[src/sv/multi_tap_presence_detector_defines.svh]
// ----------------------------------------------------------------------------
// Multi-tap presence detector: assertion macros
// Concurrent checks on clk_i, held off while rst_ni is low.
// ----------------------------------------------------------------------------
`ifndef MULTI_TAP_PRESENCE_DETECTOR_DEFINES_SVH
`define MULTI_TAP_PRESENCE_DETECTOR_DEFINES_SVH

`ifndef SYNTH
`define MTPD_ASSERT(lbl, prop, msg) \
  lbl: assert property (@(posedge clk_i) disable iff (!rst_ni) (prop)) else $error(msg);
`define MTPD_ASSERT_NEXT(lbl, ante, cons, msg) \
  lbl: assert property (@(posedge clk_i) disable iff (!rst_ni) (ante) |=> (cons)) \
    else $error(msg);
`else
`define MTPD_ASSERT(lbl, prop, msg)
`define MTPD_ASSERT_NEXT(lbl, ante, cons, msg)
`endif

`endif

[src/sv/mtpd_pkg.sv]
// ----------------------------------------------------------------------------
// Multi-tap presence detector: package
// Shared types, register indexes, codes and limits.
// ----------------------------------------------------------------------------
package mtpd_pkg;

  localparam int CFG_IDX_W  = 3;
  localparam int CFG_DATA_W = 15;
  localparam int SRC_W      = 2;
  localparam int REQ_TAPS_W = 3;
  localparam int WINDOW_W   = 13;
  localparam int TIMEOUT_W  = 15;
  localparam int AGE_W      = 15;
  localparam int SINCE_W    = 13;
  localparam int TAPS_OUT_W = 3;

  localparam logic [CFG_IDX_W-1:0] REG_SIGNAL_SOURCE   = 3'd0;
  localparam logic [CFG_IDX_W-1:0] REG_PIN_ACTIVE_LOW  = 3'd1;
  localparam logic [CFG_IDX_W-1:0] REG_TAPS_REQUIRED   = 3'd2;
  localparam logic [CFG_IDX_W-1:0] REG_GESTURE_WINDOW  = 3'd3;
  localparam logic [CFG_IDX_W-1:0] REG_REQUEST_TIMEOUT = 3'd4;

  localparam logic [SRC_W-1:0] SRC_NONE   = 2'd0;
  localparam logic [SRC_W-1:0] SRC_BUTTON = 2'd1;
  localparam logic [SRC_W-1:0] SRC_PIN    = 2'd2;

  localparam logic CMD_TICK  = 1'b0;
  localparam logic CMD_START = 1'b1;

  localparam logic [SRC_W-1:0]      RST_SIGNAL_SOURCE   = 2'd1;
  localparam logic                  RST_PIN_ACTIVE_LOW  = 1'b1;
  localparam logic [REQ_TAPS_W-1:0] RST_TAPS_REQUIRED   = 3'd1;
  localparam logic [WINDOW_W-1:0]   RST_GESTURE_WINDOW  = 13'd1000;
  localparam logic [TIMEOUT_W-1:0]  RST_REQUEST_TIMEOUT = 15'd30000;

  localparam logic [WINDOW_W-1:0]  WINDOW_LO  = 13'd100;
  localparam logic [WINDOW_W-1:0]  WINDOW_HI  = 13'd5000;
  localparam logic [TIMEOUT_W-1:0] TIMEOUT_LO = 15'd500;
  localparam logic [TIMEOUT_W-1:0] TIMEOUT_HI = 15'd30000;

  typedef enum logic [1:0] {
    STATUS_IDLE      = 2'd0,
    STATUS_WAITING   = 2'd1,
    STATUS_CONFIRMED = 2'd2,
    STATUS_TIMEOUT   = 2'd3
  } status_e;

  typedef struct packed {
    logic [SRC_W-1:0]      signal_source;
    logic                  pin_active_low;
    logic [REQ_TAPS_W-1:0] taps_required;
    logic [WINDOW_W-1:0]   window;
    logic [TIMEOUT_W-1:0]  timeout;
  } cfg_t;

  typedef struct packed {
    status_e               status;
    logic                  done_res;
    logic [TAPS_OUT_W-1:0] taps_counted;
  } result_t;

endpackage

[src/sv/mtpd_cfg.sv]
// ----------------------------------------------------------------------------
// Multi-tap presence detector: configuration registers
// Write-only register file; window and timeout leave it clamped.
// ----------------------------------------------------------------------------
module mtpd_cfg (
  input  logic                             clk_i,
  input  logic                             rst_ni,
  input  logic                             cfg_we_i,
  input  logic [mtpd_pkg::CFG_IDX_W-1:0]   cfg_index_i,
  input  logic [mtpd_pkg::CFG_DATA_W-1:0]  cfg_data_i,
  output mtpd_pkg::cfg_t                   cfg_o
);

  logic [mtpd_pkg::SRC_W-1:0]      source_q;
  logic                            pin_low_q;
  logic [mtpd_pkg::REQ_TAPS_W-1:0] taps_q;
  logic [mtpd_pkg::WINDOW_W-1:0]   window_q;
  logic [mtpd_pkg::TIMEOUT_W-1:0]  timeout_q;

  always_ff @(posedge clk_i or negedge rst_ni) begin
    if (!rst_ni) begin
      source_q  <= mtpd_pkg::RST_SIGNAL_SOURCE;
      pin_low_q <= mtpd_pkg::RST_PIN_ACTIVE_LOW;
      taps_q    <= mtpd_pkg::RST_TAPS_REQUIRED;
      window_q  <= mtpd_pkg::RST_GESTURE_WINDOW;
      timeout_q <= mtpd_pkg::RST_REQUEST_TIMEOUT;
    end else if (cfg_we_i) begin
      case (cfg_index_i)
        mtpd_pkg::REG_SIGNAL_SOURCE:   source_q  <= cfg_data_i[mtpd_pkg::SRC_W-1:0];
        mtpd_pkg::REG_PIN_ACTIVE_LOW:  pin_low_q <= cfg_data_i[0];
        mtpd_pkg::REG_TAPS_REQUIRED:   taps_q    <= cfg_data_i[mtpd_pkg::REQ_TAPS_W-1:0];
        mtpd_pkg::REG_GESTURE_WINDOW:  window_q  <= cfg_data_i[mtpd_pkg::WINDOW_W-1:0];
        mtpd_pkg::REG_REQUEST_TIMEOUT: timeout_q <= cfg_data_i[mtpd_pkg::TIMEOUT_W-1:0];
        default: ;
      endcase
    end
  end

  always_comb begin
    cfg_o.signal_source  = source_q;
    cfg_o.pin_active_low = pin_low_q;
    cfg_o.taps_required  = taps_q;
    if (window_q < mtpd_pkg::WINDOW_LO) begin
      cfg_o.window = mtpd_pkg::WINDOW_LO;
    end else if (window_q > mtpd_pkg::WINDOW_HI) begin
      cfg_o.window = mtpd_pkg::WINDOW_HI;
    end else begin
      cfg_o.window = window_q;
    end
    if (timeout_q < mtpd_pkg::TIMEOUT_LO) begin
      cfg_o.timeout = mtpd_pkg::TIMEOUT_LO;
    end else if (timeout_q > mtpd_pkg::TIMEOUT_HI) begin
      cfg_o.timeout = mtpd_pkg::TIMEOUT_HI;
    end else begin
      cfg_o.timeout = timeout_q;
    end
  end

endmodule

[src/sv/mtpd_core.sv]
// ----------------------------------------------------------------------------
// Multi-tap presence detector: request state and tap logic
// Combinational update of the request state for one command, registered on step_i.
// ----------------------------------------------------------------------------
`include "multi_tap_presence_detector_defines.svh"

module mtpd_core #(
  parameter int MAX_TAPS = 4
) (
  input  logic              clk_i,
  input  logic              rst_ni,
  input  logic              step_i,
  input  logic              cmd_i,
  input  logic              button_level_i,
  input  logic              pin_level_i,
  input  mtpd_pkg::cfg_t    cfg_i,
  output mtpd_pkg::result_t res_o
);

  localparam int TW = $clog2(MAX_TAPS + 1);
  localparam int CW = (TW > mtpd_pkg::REQ_TAPS_W) ? TW : mtpd_pkg::REQ_TAPS_W;

  logic                         active_q, active_d;
  logic                         prev_q, prev_d;
  logic [TW-1:0]                tally_q, tally_d;
  logic [mtpd_pkg::AGE_W-1:0]   age_q, age_d;
  logic [mtpd_pkg::SINCE_W-1:0] since_q, since_d;

  logic          pressed;
  logic [CW-1:0] req_ext;
  logic [TW-1:0] need;

  always_comb begin
    case (cfg_i.signal_source)
      mtpd_pkg::SRC_NONE:   pressed = 1'b0;
      mtpd_pkg::SRC_BUTTON: pressed = button_level_i;
      default:              pressed = pin_level_i ^ cfg_i.pin_active_low;
    endcase
  end

  always_comb begin
    req_ext = CW'(cfg_i.taps_required);
    if (req_ext == '0) begin
      need = TW'(1);
    end else if (req_ext > CW'(MAX_TAPS)) begin
      need = TW'(MAX_TAPS);
    end else begin
      need = TW'(req_ext);
    end
  end

  always_comb begin
    active_d = active_q;
    prev_d   = prev_q;
    tally_d  = tally_q;
    age_d    = age_q;
    since_d  = since_q;
    res_o.status       = mtpd_pkg::STATUS_IDLE;
    res_o.done_res     = 1'b0;
    res_o.taps_counted = '0;
    if (cmd_i == mtpd_pkg::CMD_START) begin
      tally_d = '0;
      age_d   = '0;
      since_d = '0;
      if (cfg_i.signal_source == mtpd_pkg::SRC_NONE) begin
        active_d       = 1'b0;
        prev_d         = 1'b0;
        res_o.status   = mtpd_pkg::STATUS_CONFIRMED;
        res_o.done_res = 1'b1;
      end else begin
        active_d     = 1'b1;
        prev_d       = pressed;
        res_o.status = mtpd_pkg::STATUS_WAITING;
      end
    end else if (!active_q) begin
      res_o.status = mtpd_pkg::STATUS_IDLE;
    end else if (age_q >= cfg_i.timeout) begin
      active_d           = 1'b0;
      tally_d            = '0;
      res_o.status       = mtpd_pkg::STATUS_TIMEOUT;
      res_o.done_res     = 1'b1;
      res_o.taps_counted = mtpd_pkg::TAPS_OUT_W'(tally_q);
    end else begin
      res_o.status = mtpd_pkg::STATUS_WAITING;
      if (pressed && !prev_q) begin
        if (need == TW'(1)) begin
          active_d           = 1'b0;
          tally_d            = '0;
          res_o.status       = mtpd_pkg::STATUS_CONFIRMED;
          res_o.done_res     = 1'b1;
          res_o.taps_counted = mtpd_pkg::TAPS_OUT_W'(1);
        end else if (tally_q == '0 || since_q > cfg_i.window) begin
          tally_d = TW'(1);
          since_d = '0;
        end else begin
          if (tally_q < TW'(MAX_TAPS)) begin
            tally_d = tally_q + TW'(1);
          end
          if (tally_d >= need) begin
            active_d           = 1'b0;
            res_o.status       = mtpd_pkg::STATUS_CONFIRMED;
            res_o.done_res     = 1'b1;
            res_o.taps_counted = mtpd_pkg::TAPS_OUT_W'(tally_d);
            tally_d            = '0;
          end
        end
      end
      if (!res_o.done_res) begin
        if (tally_d != '0 && since_d > cfg_i.window) begin
          tally_d = '0;
        end
        prev_d = pressed;
        if (age_q != '1) begin
          age_d = age_q + mtpd_pkg::AGE_W'(1);
        end
        if (since_d != '1) begin
          since_d = since_d + mtpd_pkg::SINCE_W'(1);
        end
        res_o.taps_counted = mtpd_pkg::TAPS_OUT_W'(tally_d);
      end
    end
  end

  always_ff @(posedge clk_i or negedge rst_ni) begin
    if (!rst_ni) begin
      active_q <= 1'b0;
      prev_q   <= 1'b0;
      tally_q  <= '0;
      age_q    <= '0;
      since_q  <= '0;
    end else if (step_i) begin
      active_q <= active_d;
      prev_q   <= prev_d;
      tally_q  <= tally_d;
      age_q    <= age_d;
      since_q  <= since_d;
    end
  end

  `MTPD_ASSERT(a_done_status, !res_o.done_res || res_o.status == mtpd_pkg::STATUS_CONFIRMED || res_o.status == mtpd_pkg::STATUS_TIMEOUT, "done without final status")
  `MTPD_ASSERT_NEXT(a_done_closes, step_i && res_o.done_res, !active_q && tally_q == '0, "request left open after end")
  `MTPD_ASSERT(a_tally_sat, tally_q <= TW'(MAX_TAPS), "tap tally above limit")

endmodule

[src/sv/multi_tap_presence_detector.sv]
// ----------------------------------------------------------------------------
// Multi-tap presence detector: top level
// Request/tick front end with input register and result register.
// ----------------------------------------------------------------------------
// Takes one request per clock cycle while the output is not stalled, and
// returns exactly one result per request via the input register and the
// result register, with the combinational request state update between
// them. Configuration is written through cfg_we_i/cfg_index_i/cfg_data_i
// by the user while no request is in flight; the block does not enforce it.
`include "multi_tap_presence_detector_defines.svh"

module multi_tap_presence_detector #(
  parameter int MAX_TAPS = 4
) (
  input  logic                                 clk_i,
  input  logic                                 rst_ni,
  input  logic                                 cfg_we_i,
  input  logic [mtpd_pkg::CFG_IDX_W-1:0]       cfg_index_i,
  input  logic [mtpd_pkg::CFG_DATA_W-1:0]      cfg_data_i,
  input  logic                                 in_valid_i,
  output logic                                 in_ready_o,
  input  logic                                 cmd_i,
  input  logic                                 button_level_i,
  input  logic                                 pin_level_i,
  output logic                                 out_valid_o,
  input  logic                                 out_ready_i,
  output logic [1:0]                           status_o,
  output logic                                 done_res_o,
  output logic [mtpd_pkg::TAPS_OUT_W-1:0]      taps_counted_o
);

  mtpd_pkg::cfg_t    cfg;
  mtpd_pkg::result_t res;
  mtpd_pkg::result_t res_q;

  logic in_valid_q;
  logic cmd_q, button_q, pin_q;
  logic out_valid_q;
  logic adv;

  assign adv        = in_valid_q && (!out_valid_q || out_ready_i);
  assign in_ready_o = !in_valid_q || adv;

  always_ff @(posedge clk_i or negedge rst_ni) begin
    if (!rst_ni) begin
      in_valid_q  <= 1'b0;
      out_valid_q <= 1'b0;
    end else begin
      if (in_ready_o) begin
        in_valid_q <= in_valid_i;
      end
      if (adv) begin
        out_valid_q <= 1'b1;
      end else if (out_ready_i) begin
        out_valid_q <= 1'b0;
      end
    end
  end

  always_ff @(posedge clk_i) begin
    if (in_valid_i && in_ready_o) begin
      cmd_q    <= cmd_i;
      button_q <= button_level_i;
      pin_q    <= pin_level_i;
    end
    if (adv) begin
      res_q <= res;
    end
  end

  mtpd_cfg u_cfg (
    .clk_i       (clk_i),
    .rst_ni      (rst_ni),
    .cfg_we_i    (cfg_we_i),
    .cfg_index_i (cfg_index_i),
    .cfg_data_i  (cfg_data_i),
    .cfg_o       (cfg)
  );

  mtpd_core #(
    .MAX_TAPS (MAX_TAPS)
  ) u_core (
    .clk_i          (clk_i),
    .rst_ni         (rst_ni),
    .step_i         (adv),
    .cmd_i          (cmd_q),
    .button_level_i (button_q),
    .pin_level_i    (pin_q),
    .cfg_i          (cfg),
    .res_o          (res)
  );

  assign out_valid_o    = out_valid_q;
  assign status_o       = res_q.status;
  assign done_res_o     = res_q.done_res;
  assign taps_counted_o = res_q.taps_counted;

  `MTPD_ASSERT_NEXT(a_in_hold, in_valid_q && !adv, in_valid_q && $stable(cmd_q), "held request lost")
  `MTPD_ASSERT_NEXT(a_out_load, adv, out_valid_q, "result not loaded")
  `MTPD_ASSERT_NEXT(a_out_stall, out_valid_q && !out_ready_i, out_valid_q && $stable(res_q), "stalled result changed")

endmodule
[config.mk]
export PLATFORM = sky130hd
export DESIGN_NAME = multi_tap_presence_detector
export DESIGN_NICKNAME = d
export VERILOG_FILES = /design/src/sv/mtpd_pkg.sv /design/src/sv/mtpd_cfg.sv /design/src/sv/mtpd_core.sv /design/src/sv/multi_tap_presence_detector.sv
export VERILOG_INCLUDE_DIRS = /design/src /design/src/sv
export SDC_FILE = /design/constraint.sdc
export NUM_CORES = 1
export LEC_CHECK = 0
export BUFFER_PORTS_ARGS = -buffer_cell sky130_fd_sc_hd__buf_4
export CORE_MARGIN = 2
export CORE_UTILIZATION = 45
export DETAILED_ROUTE_END_ITERATION = 8
export PLACE_DENSITY = 0.62
export REMOVE_ABC_BUFFERS = 1
export SLEW_MARGIN = 20
export SYNTH_ARGS = -nofsm -noshare
export SYNTH_HDL_FRONTEND = slang
export SYNTH_SLANG_ARGS = --single-unit
[constraint.sdc]
create_clock -name clk_i -period 4.5 [get_ports clk_i]
set_input_delay 0.45 -clock clk_i [delete_from_list [all_inputs] [get_ports clk_i]]
set_output_delay 0.45 -clock clk_i [all_outputs]
set_load 0.005 [all_outputs]
==> qor.txt, run 1 <==
number of global-route vias before repair -> 4,718
worst min path class -> in -> async
Cell Area, Synth -> 5404 µm²
Synth Flop Type -> dfrtp_1
Setup CP Type -> reg -> reg
Detail Route Antenna Nets -> 0
layout cells sized above 1 -> 29.55%
crit path capture type -> flop
Layout Area Growth over Synthesis -> 23.27%
Die Ht -> 113.6 µm
Max transition margin -> 20.82%
Post-Synthesis Cells -> 585
crit-path cells -> or2_1, nor2_2, o41ai_2, a31oi_1, nor2_1, and2_4, ha_4, nand4_1, nor2_1, nor4b_4, o221ai_2, nand2_2, or2_4, and2_4, ha_4, nand4_1, nor2_2, nand4_1, or4b_4, o21ai_4, a32o_1
DIE WIDTH -> 113.6 µm
Worst Skew -> 0.009605 ns
cell-internal power -> 1710 µW
fin. max-slew vios -> 0
synth cell count leaders -> nand2_1 (60), dfrtp_1 (53), nor2_1 (50)
PwrDens -> 388.4 nW/µm²
Via-to-Cell Ratio -> 5.956
EDFF count, synth -> 8
syn_area_per_cell -> 9.237 µm²
CP peak stage delay -> 0.59 ns
Design Power -> 2587 µW
fin crit share -> 101.9%
clock insertion delay at the later pin of the skew report -> 0.35 ns
post-layout min period -> 4.587 ns
clock power share -> 29.8%
number of buffers created by CTS -> 9
Max Cap Violations -> 0
Synth area leaders -> dfrtp_1 (25%), ha_1 (10%), dfstp_2 (7.8%)
H-tree depth -> 3
clk slew on worst S/H paths -> 0.06 ns
slowest CP cell -> or4b_4
final setup violation count -> 6
Placed Area -> 6046 µm²
outcome -> finished, violations left
IO Port Bufs -> 33
die area -> 12,900 µm²
Net Sw Power -> 877.0 µW
startpoint types -> flop
Sink Count -> 77
Synth warnings -> 0
DR pass1 iterations -> 5
top-count cell post-synth -> nand2_1
fmax -> 218.0 MHz
combinational power share -> 33.6%
hold_ws -> 0.2078 ns
CP Max Fanout -> 6
CP most frequent cell -> nand4_1
Vias -> 4,866
GRT overflow -> 0
Multi-input gate area -> 3481 µm²
DRC Markers -> 0
register area -> 1988 µm²
register area share after synthesis -> 36.77%
Final GP Congestion -> 0.9542
sequential share of power -> 36.6%
CTS tree -> yes
violated checks -> negative setup slack
Critical Path RT -> 4.71 ns
Fin. Hold Viols -> 0
# diodes -> 0
number of fill cells -> 1,060
initial antenna violation count -> 0
crit path buf inv count -> 0
root buffer cell -> clkbuf_16
Worst VDD drop -> 0.1926 mV
ys async rst share -> 89.61%
Synth cell types -> 83
num rows -> 40
Yosys reg bits -> 77
global-route wire length before repair -> 23.23 mm
setup TNS -> -0.2060 ns
Placement Setup Slack -> -0.2061 ns
Nets -> 735
Overall Global Routing Usage -> 22.61%
Yosys top cell area share -> 24.54%
Worst Tran Pin Value -> 1.179 ns
Switching Share -> 33.90%
placed wire-length estimate -> 10.56 mm
Leak -> 0.002911 µW
Initial DRC Count -> 332
RSZ-0062 raised after global routing -> yes
Arr. time, crit path -> 4.80 ns
initial core utilization -> 45.56%
CTS max path bufs -> 2
Wirelength per Cell -> 17.50 µm
final wirelength -> 14.30 mm
final worst setup slack -> -0.08666 ns
Crit path max-delay family -> simple AND/OR/NAND/NOR gates
post-layout instance area -> 6661 µm²
largest net degree at the start of global routing -> 70
core box area -> 11,860 µm²
Ports -> 34
area leader, netlist -> dfrtp_1
[registers in the layout (all words and copies together), names as in the netlist]
name,count
u_cfg.source_q,2
u_core.prev_q,1
u_cfg.timeout_q,15
cmd_q,1
status_o,2
pin_q,1
u_core.tally_q,3
u_cfg.window_q,13
u_core.since_q,13
u_core.active_q,1
u_cfg.pin_low_q,1
in_valid_q,1
u_cfg.taps_q,3
button_q,1
taps_counted_o,3
u_core.age_q,15
out_valid_o,1
[routing by layer]
| layer | vias up | global-route usage [%] | routed length [µm] |
|---|---|---|---|
| met5 | - | 0 | 0 |
| met4 | 0 | 9.106 | 373 |
| met3 | 32 | 3.188 | 655 |
| met2 | 131 | 36.77 | 6812 |
| met1 | 2345 | 30.56 | 6459 |
| li1 | 2358 | - | - |
[cell usage in the layout, fill, tap and decap left out, types with 4 or more instances in the layout]
cell type  netlist  routed
nor2b_1          9       8
clkbuf_16        0       9
and2_1          13       8
a211oi_1         5       4
and2_4           0       5
ha_1            44      38
a21o_1          10      10
nand4_1         12      12
a21oi_1         38      38
ha_4             0       6
nand2_1         60      58
o21ai_1          4       8
o21ai_0         46      42
dfstp_2         16      16
mux2_2          31      31
buf_4            2      81
inv_1           22      22
nor3_1           7       6
nand3_1         23      23
or3_1           11      11
dfrtp_1         53      52
o21a_1           6       6
edfxtp_1         8       8
nand2b_1        10      10
o211ai_1         6       6
a22o_1           4       4
nor2_1          50      47
or4_1            5       5
[stage by stage]
stage,utilization (%),std cells
after global routing,56.16,817
after global placement,50.97,787
after detailed placement,50.97,787
final,56.16,817
after floorplan,-,572
after CTS,54.25,807
[repair_timing]
item / CTS / global route
hold buffers: 0 / 0
endpoints found under the setup margin: 11 / 17
pin swaps: 4 / 26
buffers inserted: 4 / 9
gates cloned: 0 / 1
gates resized for setup: 9 / 28
[power by group through the flow]
stage / Clock (µW) / Sequential [µW] / Combinational (µW)
final: 772 / 946 / 870
after global routing: 805 / 963 / 973
after CTS: 783 / 946 / 793
after global placement: 0 / 951 / 741
after detailed placement: 0 / 954 / 763
after floorplan: 0 / 924 / 505
[path summary, 6_finish.rpt]
| path | cells past startpoint | slack, ns | from | endpoint |
|---|---|---|---|---|
| max | 21 | -0.09 | u_cfg.window_q[10]$_DFFE_PN0P_ | taps_counted_o[1]$_SDFFCE_PP0P_ |
| min | 1 | 0.21 | rst_ni | u_core.since_q[3]$_DFFE_PN0P_ |
| max reg2reg | 21 | -0.09 | u_cfg.window_q[10]$_DFFE_PN0P_ | taps_counted_o[1]$_SDFFCE_PP0P_ |
| min reg2reg | 1 | 0.50 | in_valid_q$_DFFE_PN0N_ | out_valid_o$_DFFE_PN0P_ |
| max in group asynchronous | 1 | 3.64 | rst_ni | u_cfg.window_q[4]$_DFFE_PN0P_ |
| min in group clk_i | 1 | 0.27 | pin_level_i | pin_q$_DFFE_PP_ |
[layout make-up]
type | count | share of cell area, %
clock buffer | 13 | 4.057
clock inverter | 3 | 0.6574
inverter | 23 | 1.296
multi-input combinational | 473 | 52.25
sequential | 77 | 29.85
tap | 147 | 2.761
timing repair buffer | 81 | 9.128
[logic make-up after synthesis]
logic type	count (synthesis)	synth area share (%)
simple gates	228	22.09
compound gates	164	21.00
buf+inv	36	2.662
mux	32	6.645
xor+xnor	4	0.6484
flops	77	36.77
fa+ha+maj	44	10.19
(Power assumes the default switching activity.)
==> run 2, diff against run 1 <==
PLACE_DENSITY = 0.6   (was 0.62)
clock period = 4.75 ns   (was 4.5 ns; I/O delays follow)
==> run 2 against run 1 <==
The run now ends clean; wire length down 3.0%; final cell count decreased by 3.8%; combinational power is 13% lower; clock skew increased by 0.00060 ns; count of clock-buffer cells in the layout decreased by 1; sequential power shrank 4.0%; die area unchanged; largest cell class unchanged; core utilization shrank 1.9 points; critical path depth did not move; sequential share of layout area increased by 1.1 points.
==> qor.txt, run 2 (same netlist as run 1, synthesis figures left out) <==
# diodes -> 0 (unchanged)
fin crit share -> 96.55% (-5.4 points)
Max transition margin -> 31.81% (+11 points)
Setup CP Type -> reg -> reg
Layout Area Growth over Synthesis -> 19.01%
Worst Tran Pin Value -> 1.015 ns (-0.1637 ns)
final wirelength -> 13.87 mm (-3.0%)
number of global-route vias before repair -> 4,470 (-5.3%)
startpoint types -> flop
Final GP Congestion -> 0.9476 (-0.69%)
fin cells -> 786 (-3.8%)
DR pass1 iterations -> 4 (-1)
worst min path class -> in -> async
Arr. time, crit path -> 4.84 ns (+0.04 ns)
clk slew on worst S/H paths -> 0.06 ns (about the same)
PwrDens -> 367.7 nW/µm² (-5.3%)
CTS max path bufs -> 2 (unchanged)
Worst VDD drop -> 0.1655 mV (-14%)
initial core utilization -> 45.56% (unchanged)
Leak -> 0.002752 µW (-5.4%)
Overall Global Routing Usage -> 22.16% (-0.46 points)
num rows -> 40 (unchanged)
commonest non-fill, non-tap cells in the layout -> nand2_1 (57), dfrtp_1 (50), buf_4 (50), nor2_1 (45), o21ai_0 (44)
placed wire-length estimate -> 10.44 mm (-1.2%)
Max Cap Violations -> 0 (unchanged)
Ports -> 34 (unchanged)
crit path capture type -> flop
Via-to-Cell Ratio -> 5.952 (about the same)
DRC Markers -> 0 (unchanged)
placed insts -> 764 (-2.9%)
Nets -> 704 (-4.2%)
largest net degree at the start of global routing -> 70 (unchanged)
Wirelength per Cell -> 17.65 µm (+0.83%)
Die Ht -> 113.6 µm (unchanged)
Sink Count -> 77 (unchanged)
post-layout util -> 54.22% (-1.9 points)
setup TNS -> 0 ns (+0.2060 ns)
layout cells sized above 1 -> 26.76% (-2.8 points)
GRT overflow -> 0 (unchanged)
number of buffers created by CTS -> 9 (unchanged)
Detail Route Antenna Nets -> 0 (unchanged)
fmax -> 218.1 MHz (about the same)
H-tree depth -> 3 (unchanged)
core box area -> 11,860 µm² (unchanged)
top flop regs -> u_cfg.timeout_q x15, u_core.age_q x15
Critical Path RT -> 5.01 ns (+0.30 ns)
IO Port Bufs -> 33 (unchanged)
post-layout min period -> 4.586 ns (-0.0007581 ns)
hold_ws -> 0.2156 ns (+0.007770 ns)
CP Max Fanout -> 7 (+1)
CTS tree -> yes
Hold-fix buffers, CTS -> 0 (unchanged)
Fin. Hold Viols -> 0 (unchanged)
root buffer cell -> clkbuf_16
DIE WIDTH -> 113.6 µm (unchanged)
number of fill cells -> 1,056 (-0.38%)
Initial DRC Count -> 343 (+3.3%)
fin. max-slew vios -> 0 (unchanged)
final setup violation count -> 0 (-6)
die area -> 12,900 µm² (unchanged)
Vias -> 4,678 (-3.9%)
initial antenna violation count -> 0 (unchanged)
Worst Skew -> 0.01020 ns (+0.0005990 ns)
most common cell after layout, fill and taps aside -> nand2_1
Placement Setup Slack -> -0.04799 ns (+0.1581 ns)
final worst setup slack -> 0.1641 ns (+0.2508 ns)
global-route wire length before repair -> 22.68 mm (-2.3%)
clock insertion delay at the later pin of the skew report -> 0.35 ns (about the same)
outcome -> completed
-- run 2: changes by cell type in the layout (fill, tap and decap cells not counted), sizes merged --
| cell | before | now |
|---|---|---|
| buf | 81 | 50 |
| clkbuf | 13 | 12 |
| clkinv | 2 | 3 |
-- run 2: timing repair --
action	CTS	global route
gates cloned	0	1
pin swaps	0	22
endpoints found under the setup margin	6	13
hold endpoints to repair	0	0
setup buffers	0	5
resized for setup	1	42
-- run 2: through the flow --
stage	power (µW)	instance area, µm²
after floorplan	1354	5346
after global placement	1566	5873
after detailed placement	1579	5873
after CTS	2291	6171
after global routing	2513	6431
final	2365	6431
-- run 2: final cells by class --
class | instances | area, µm² | share of cell area [%]
flip-flops and latches | 77 | 1991 | 30.95
clock inverters | 4 | 48.80 | 0.7588
multi-input cells | 473 | 3500 | 54.42
repair buffers | 50 | 375.4 | 5.837
well taps | 147 | 183.9 | 2.860
inverters | 23 | 86.33 | 1.342
clock buffers | 12 | 246.5 | 3.833
-- run 2: report_power, final --
part / switching [µW] / internal [µW]
logic: 419 / 338
registers: 121 / 787
clock network: 279 / 421
-- run 2: path summary, 6_finish.rpt --
kind	start	end	slack, ns	depth (start not counted)
worst min register to register	in_valid_q$_DFFE_PN0N_	out_valid_o$_DFFE_PN0P_	0.51	1
min in group clk_i	pin_level_i	pin_q$_DFFE_PP_	0.30	1
max in group asynchronous	rst_ni	u_cfg.window_q[11]$_DFFE_PN0P_	3.85	1
worst max register to register	u_cfg.window_q[10]$_DFFE_PN0P_	u_core.tally_q[0]$_DFFE_PN0P_	0.16	21
worst min-delay path	rst_ni	u_core.since_q[10]$_DFFE_PN0P_	0.22	1
worst max-delay path	u_cfg.window_q[10]$_DFFE_PN0P_	u_core.tally_q[0]$_DFFE_PN0P_	0.16	21
-- run 2: critical path: stages (launching register included) --
cell and delay, ns:
dfrtp_2 0.45, or2_4 0.28, nor2_4 0.09, o41ai_2 0.07
a31oi_1 0.21, o21ai_1 0.08, buf_4 0.14, ha_1 0.28
nand4_1 0.18, nor2_1 0.08, nor4b_4 0.15, o221ai_2 0.23
nand2_2 0.12, or2_4 0.30, and2_4 0.17, ha_4 0.26
nand4_1 0.13, nor2_2 0.14, nand4_1 0.18, or4b_4 0.56
o21a_1 0.14, o32ai_2 0.26
-- run 2: per-layer routing --
metal | share of wire, % | up-vias | global-route usage (%)
li1 | - | 2288 | -
met1 | 47 | 2267 | 30.18
met2 | 48 | 96 | 35.73
met3 | 3.5 | 27 | 3.507
met4 | 2.2 | 0 | 8.374
met5 | 0 | - | 0
==> run 3, diff against run 2 <==
PLACE_DENSITY = 0.62   (was 0.6)
SLEW_MARGIN = unset   (was 20)
clock period = 3.9 ns   (was 4.75 ns; I/O delays follow)
==> run 3 against run 2 <==
The flow now finishes with violations (negative setup slack); count of clock-buffer cells in the layout is 1 higher; register-to-register slack worse by 0.73 ns; global-route usage is 2.0 points higher; non-clock buffer count is 99 higher; core utilization is 9.1 points higher; critical path type unchanged; largest cell class unchanged.
==> qor.txt, run 3 (same netlist as run 1, synthesis figures left out) <==
RSZ-0062 raised after global routing -> yes
Vias -> 5,206 (+11%)
Setup CP Type -> reg -> reg
die area -> 12,900 µm² (unchanged)
num rows -> 40 (unchanged)
core box area -> 11,860 µm² (unchanged)
DRC Markers -> 0 (unchanged)
Die Ht -> 113.6 µm (unchanged)
final wirelength -> 15.79 mm (+14%)
placed wire-length estimate -> 11.15 mm (+6.8%)
top flop regs -> u_cfg.timeout_q x15, u_core.age_q x15
Max Cap Violations -> 0 (unchanged)
GRT overflow -> 0 (unchanged)
worst min path class -> in -> async
CTS tree -> yes
root buffer cell -> clkbuf_16
DR pass1 iterations -> 7 (+3)
Layout Area Growth over Synthesis -> 38.94%
largest net degree at the start of global routing -> 70 (unchanged)
outcome -> finished, violations left
clk slew on worst S/H paths -> 0.06 ns (about the same)
Arr. time, crit path -> 4.73 ns (-0.11 ns)
final setup violation count -> 19 (+19)
number of fill cells -> 969 (-8.2%)
H-tree depth -> 3 (unchanged)
IO Port Bufs -> 33 (unchanged)
CP Max Fanout -> 5 (-2)
commonest non-fill, non-tap cells in the layout -> buf_4 (139), dfrtp_1 (53), nand2_1 (52), nor2_1 (44), ha_1 (35)
fin cells -> 886 (+13%)
Max transition margin -> 23.13% (-8.7 points)
Sink Count -> 77 (unchanged)
Final GP Congestion -> 0.9009 (-4.9%)
CP peak stage delay -> 0.57 ns (about the same)
setup TNS -> -7.500 ns (-7.500 ns)
Design Power -> 3221 µW (+36%)
Hold-fix buffers, CTS -> 0 (unchanged)
layout cells sized above 1 -> 41.68% (+15 points)
Detail Route Antenna Nets -> 0 (unchanged)
startpoint types -> flop
number of global-route vias before repair -> 5,082 (+14%)
DIE WIDTH -> 113.6 µm (unchanged)
post-layout util -> 63.30% (+9.1 points)
Ports -> 34 (unchanged)
initial antenna violation count -> 0 (unchanged)
violated checks -> negative setup slack
post-layout instance area -> 7508 µm² (+17%)
Initial DRC Count -> 345 (+0.58%)
Via-to-Cell Ratio -> 5.876 (-1.3%)
global-route wire length before repair -> 24.84 mm (+9.5%)
Nets -> 804 (+14%)
post-layout min period -> 4.466 ns (-0.1199 ns)
crit-path cells -> or2_4, nor2_4, o41ai_4, a31oi_4, o21ai_2, ha_1, nand4_1, nor2_1, nor4b_4, o221ai_2, nand2_2, or2_4, and2_4, ha_4, nand4_1, nor2_2, nand4_1, or4b_4, o21a_1, o32ai_2
Placed Area -> 6399 µm² (+8.9%)
Worst Tran Pin Value -> 1.144 ns (+0.1293 ns)
Leak -> 0.003323 µW (+21%)
# diodes -> 0 (unchanged)
CP most frequent cell -> nand4_1
Worst VDD drop -> 0.2783 mV (+68%)
crit path buf inv count -> 0 (-1)
fmax -> 223.9 MHz (+2.7%)
PwrDens -> 428.9 nW/µm² (+17%)
Overall Global Routing Usage -> 24.13% (+2.0 points)
most common cell after layout, fill and taps aside -> buf_4
crit path capture type -> flop
CTS max path bufs -> 2 (unchanged)
fin. max-slew vios -> 0 (unchanged)
Worst Skew -> 0.009384 ns (-0.0008206 ns)
final worst setup slack -> -0.5660 ns (-0.7301 ns)
Fin. Hold Viols -> 0 (unchanged)
Wirelength per Cell -> 17.82 µm (+0.97%)
fin crit share -> 114.5% (+18 points)
slowest CP cell -> or4b_4
Critical Path RT -> 4.16 ns (-0.85 ns)
initial core utilization -> 45.56% (unchanged)
Crit path max-delay family -> simple AND/OR/NAND/NOR gates
clock insertion delay at the later pin of the skew report -> 0.35 ns (about the same)
placed insts -> 834 (+9.2%)
number of buffers created by CTS -> 9 (unchanged)
[run 3: changes by cell type in the layout (fill, tap and decap cells not counted), moves of 4 or more]
cell / before / now
nand2_1: 57 / 52
o21ai_1: 6 / 11
buf_4: 50 / 139
o21ai_0: 44 / 34
a21oi_2: 2 / 8
nand2_2: 3 / 7
buf_6: 0 / 10
o21ai_2: 1 / 5
a21oi_1: 37 / 31
[run 3: area by class of cell]
cell class,count,area (µm²),area share (%)
Multi-Input combinational cell,474,3796,50.56
Timing Repair Buffer,149,1156,15.40
Clock inverter,3,17.52,0.2333
Clock buffer,13,281.5,3.749
Sequential cell,77,1987,26.46
Tap cell,147,183.9,2.450
Inverter,23,86.33,1.150
[run 3: worst register-to-register path: cells and delay by family (launching register included)]
kind | cells | cell delay, ns
adder cells (fa/ha/maj) | 2 | 0.60
AO/OA/AOI/OAI | 6 | 1.05
AND/OR/NAND/NOR | 12 | 2.35
flip-flops | 1 | 0.41
[run 3: worst paths after layout]
path	startpoint	to	slack [ns]	cells past startpoint
max in group asynchronous	rst_ni	u_core.age_q[9]$_DFFE_PN0P_	3.16	1
setup / recovery	u_cfg.window_q[11]$_DFFE_PN0P_	u_core.tally_q[0]$_DFFE_PN0P_	-0.57	20
setup reg to reg	u_cfg.window_q[11]$_DFFE_PN0P_	u_core.tally_q[0]$_DFFE_PN0P_	-0.57	20
hold / removal	rst_ni	u_core.since_q[7]$_DFFE_PN0P_	0.15	1
hold reg to reg	in_valid_q$_DFFE_PN0N_	out_valid_o$_DFFE_PN0P_	0.50	1
min in group clk_i	button_level_i	button_q$_DFFE_PP_	0.21	1
[run 3: timing repair]
item / 4_1_cts / 5_1_grt
gates cloned: 1 / 1
pin swaps: 52 / 45
hold endpoints to repair: 0 / 0
buffers inserted: 27 / 14
endpoints found under the setup margin: 30 / 35
resized for setup: 59 / 57
[run 3: where the power goes]
| part | switching (µW) | internal [µW] | total, µW | leakage, µW |
|---|---|---|---|---|
| logic | 647 | 629 | 1280 | 0.00224 |
| clock network | 347 | 503 | 850 | 0.000147 |
| registers | 138 | 957 | 1090 | 0.000939 |
| total | 1130 | 2090 | 3220 | 0.00332 |
[run 3: routing by layer]
| layer | GRT usage, % | share of wire, % | up-vias |
|---|---|---|---|
| li1 | - | - | 2490 |
| met1 | 30.39 | 43 | 2521 |
| met2 | 40.68 | 49 | 155 |
| met3 | 4.251 | 4.6 | 40 |
| met4 | 10.81 | 3.2 | 0 |
| met5 | 0 | 0 | - |
[run 3: through the flow]
| step | hold WS [ns] | worst slack [ns] |
|---|---|---|
| finish | 0.1482 | -0.5660 |
| global placement | 0.4752 | -0.5857 |
| global route | 0.2091 | -0.7193 |
| floorplan | 0.09441 | -0.4607 |
| CTS | 0.1906 | -0.3757 |
| detailed placement | 0.4961 | -0.7518 |
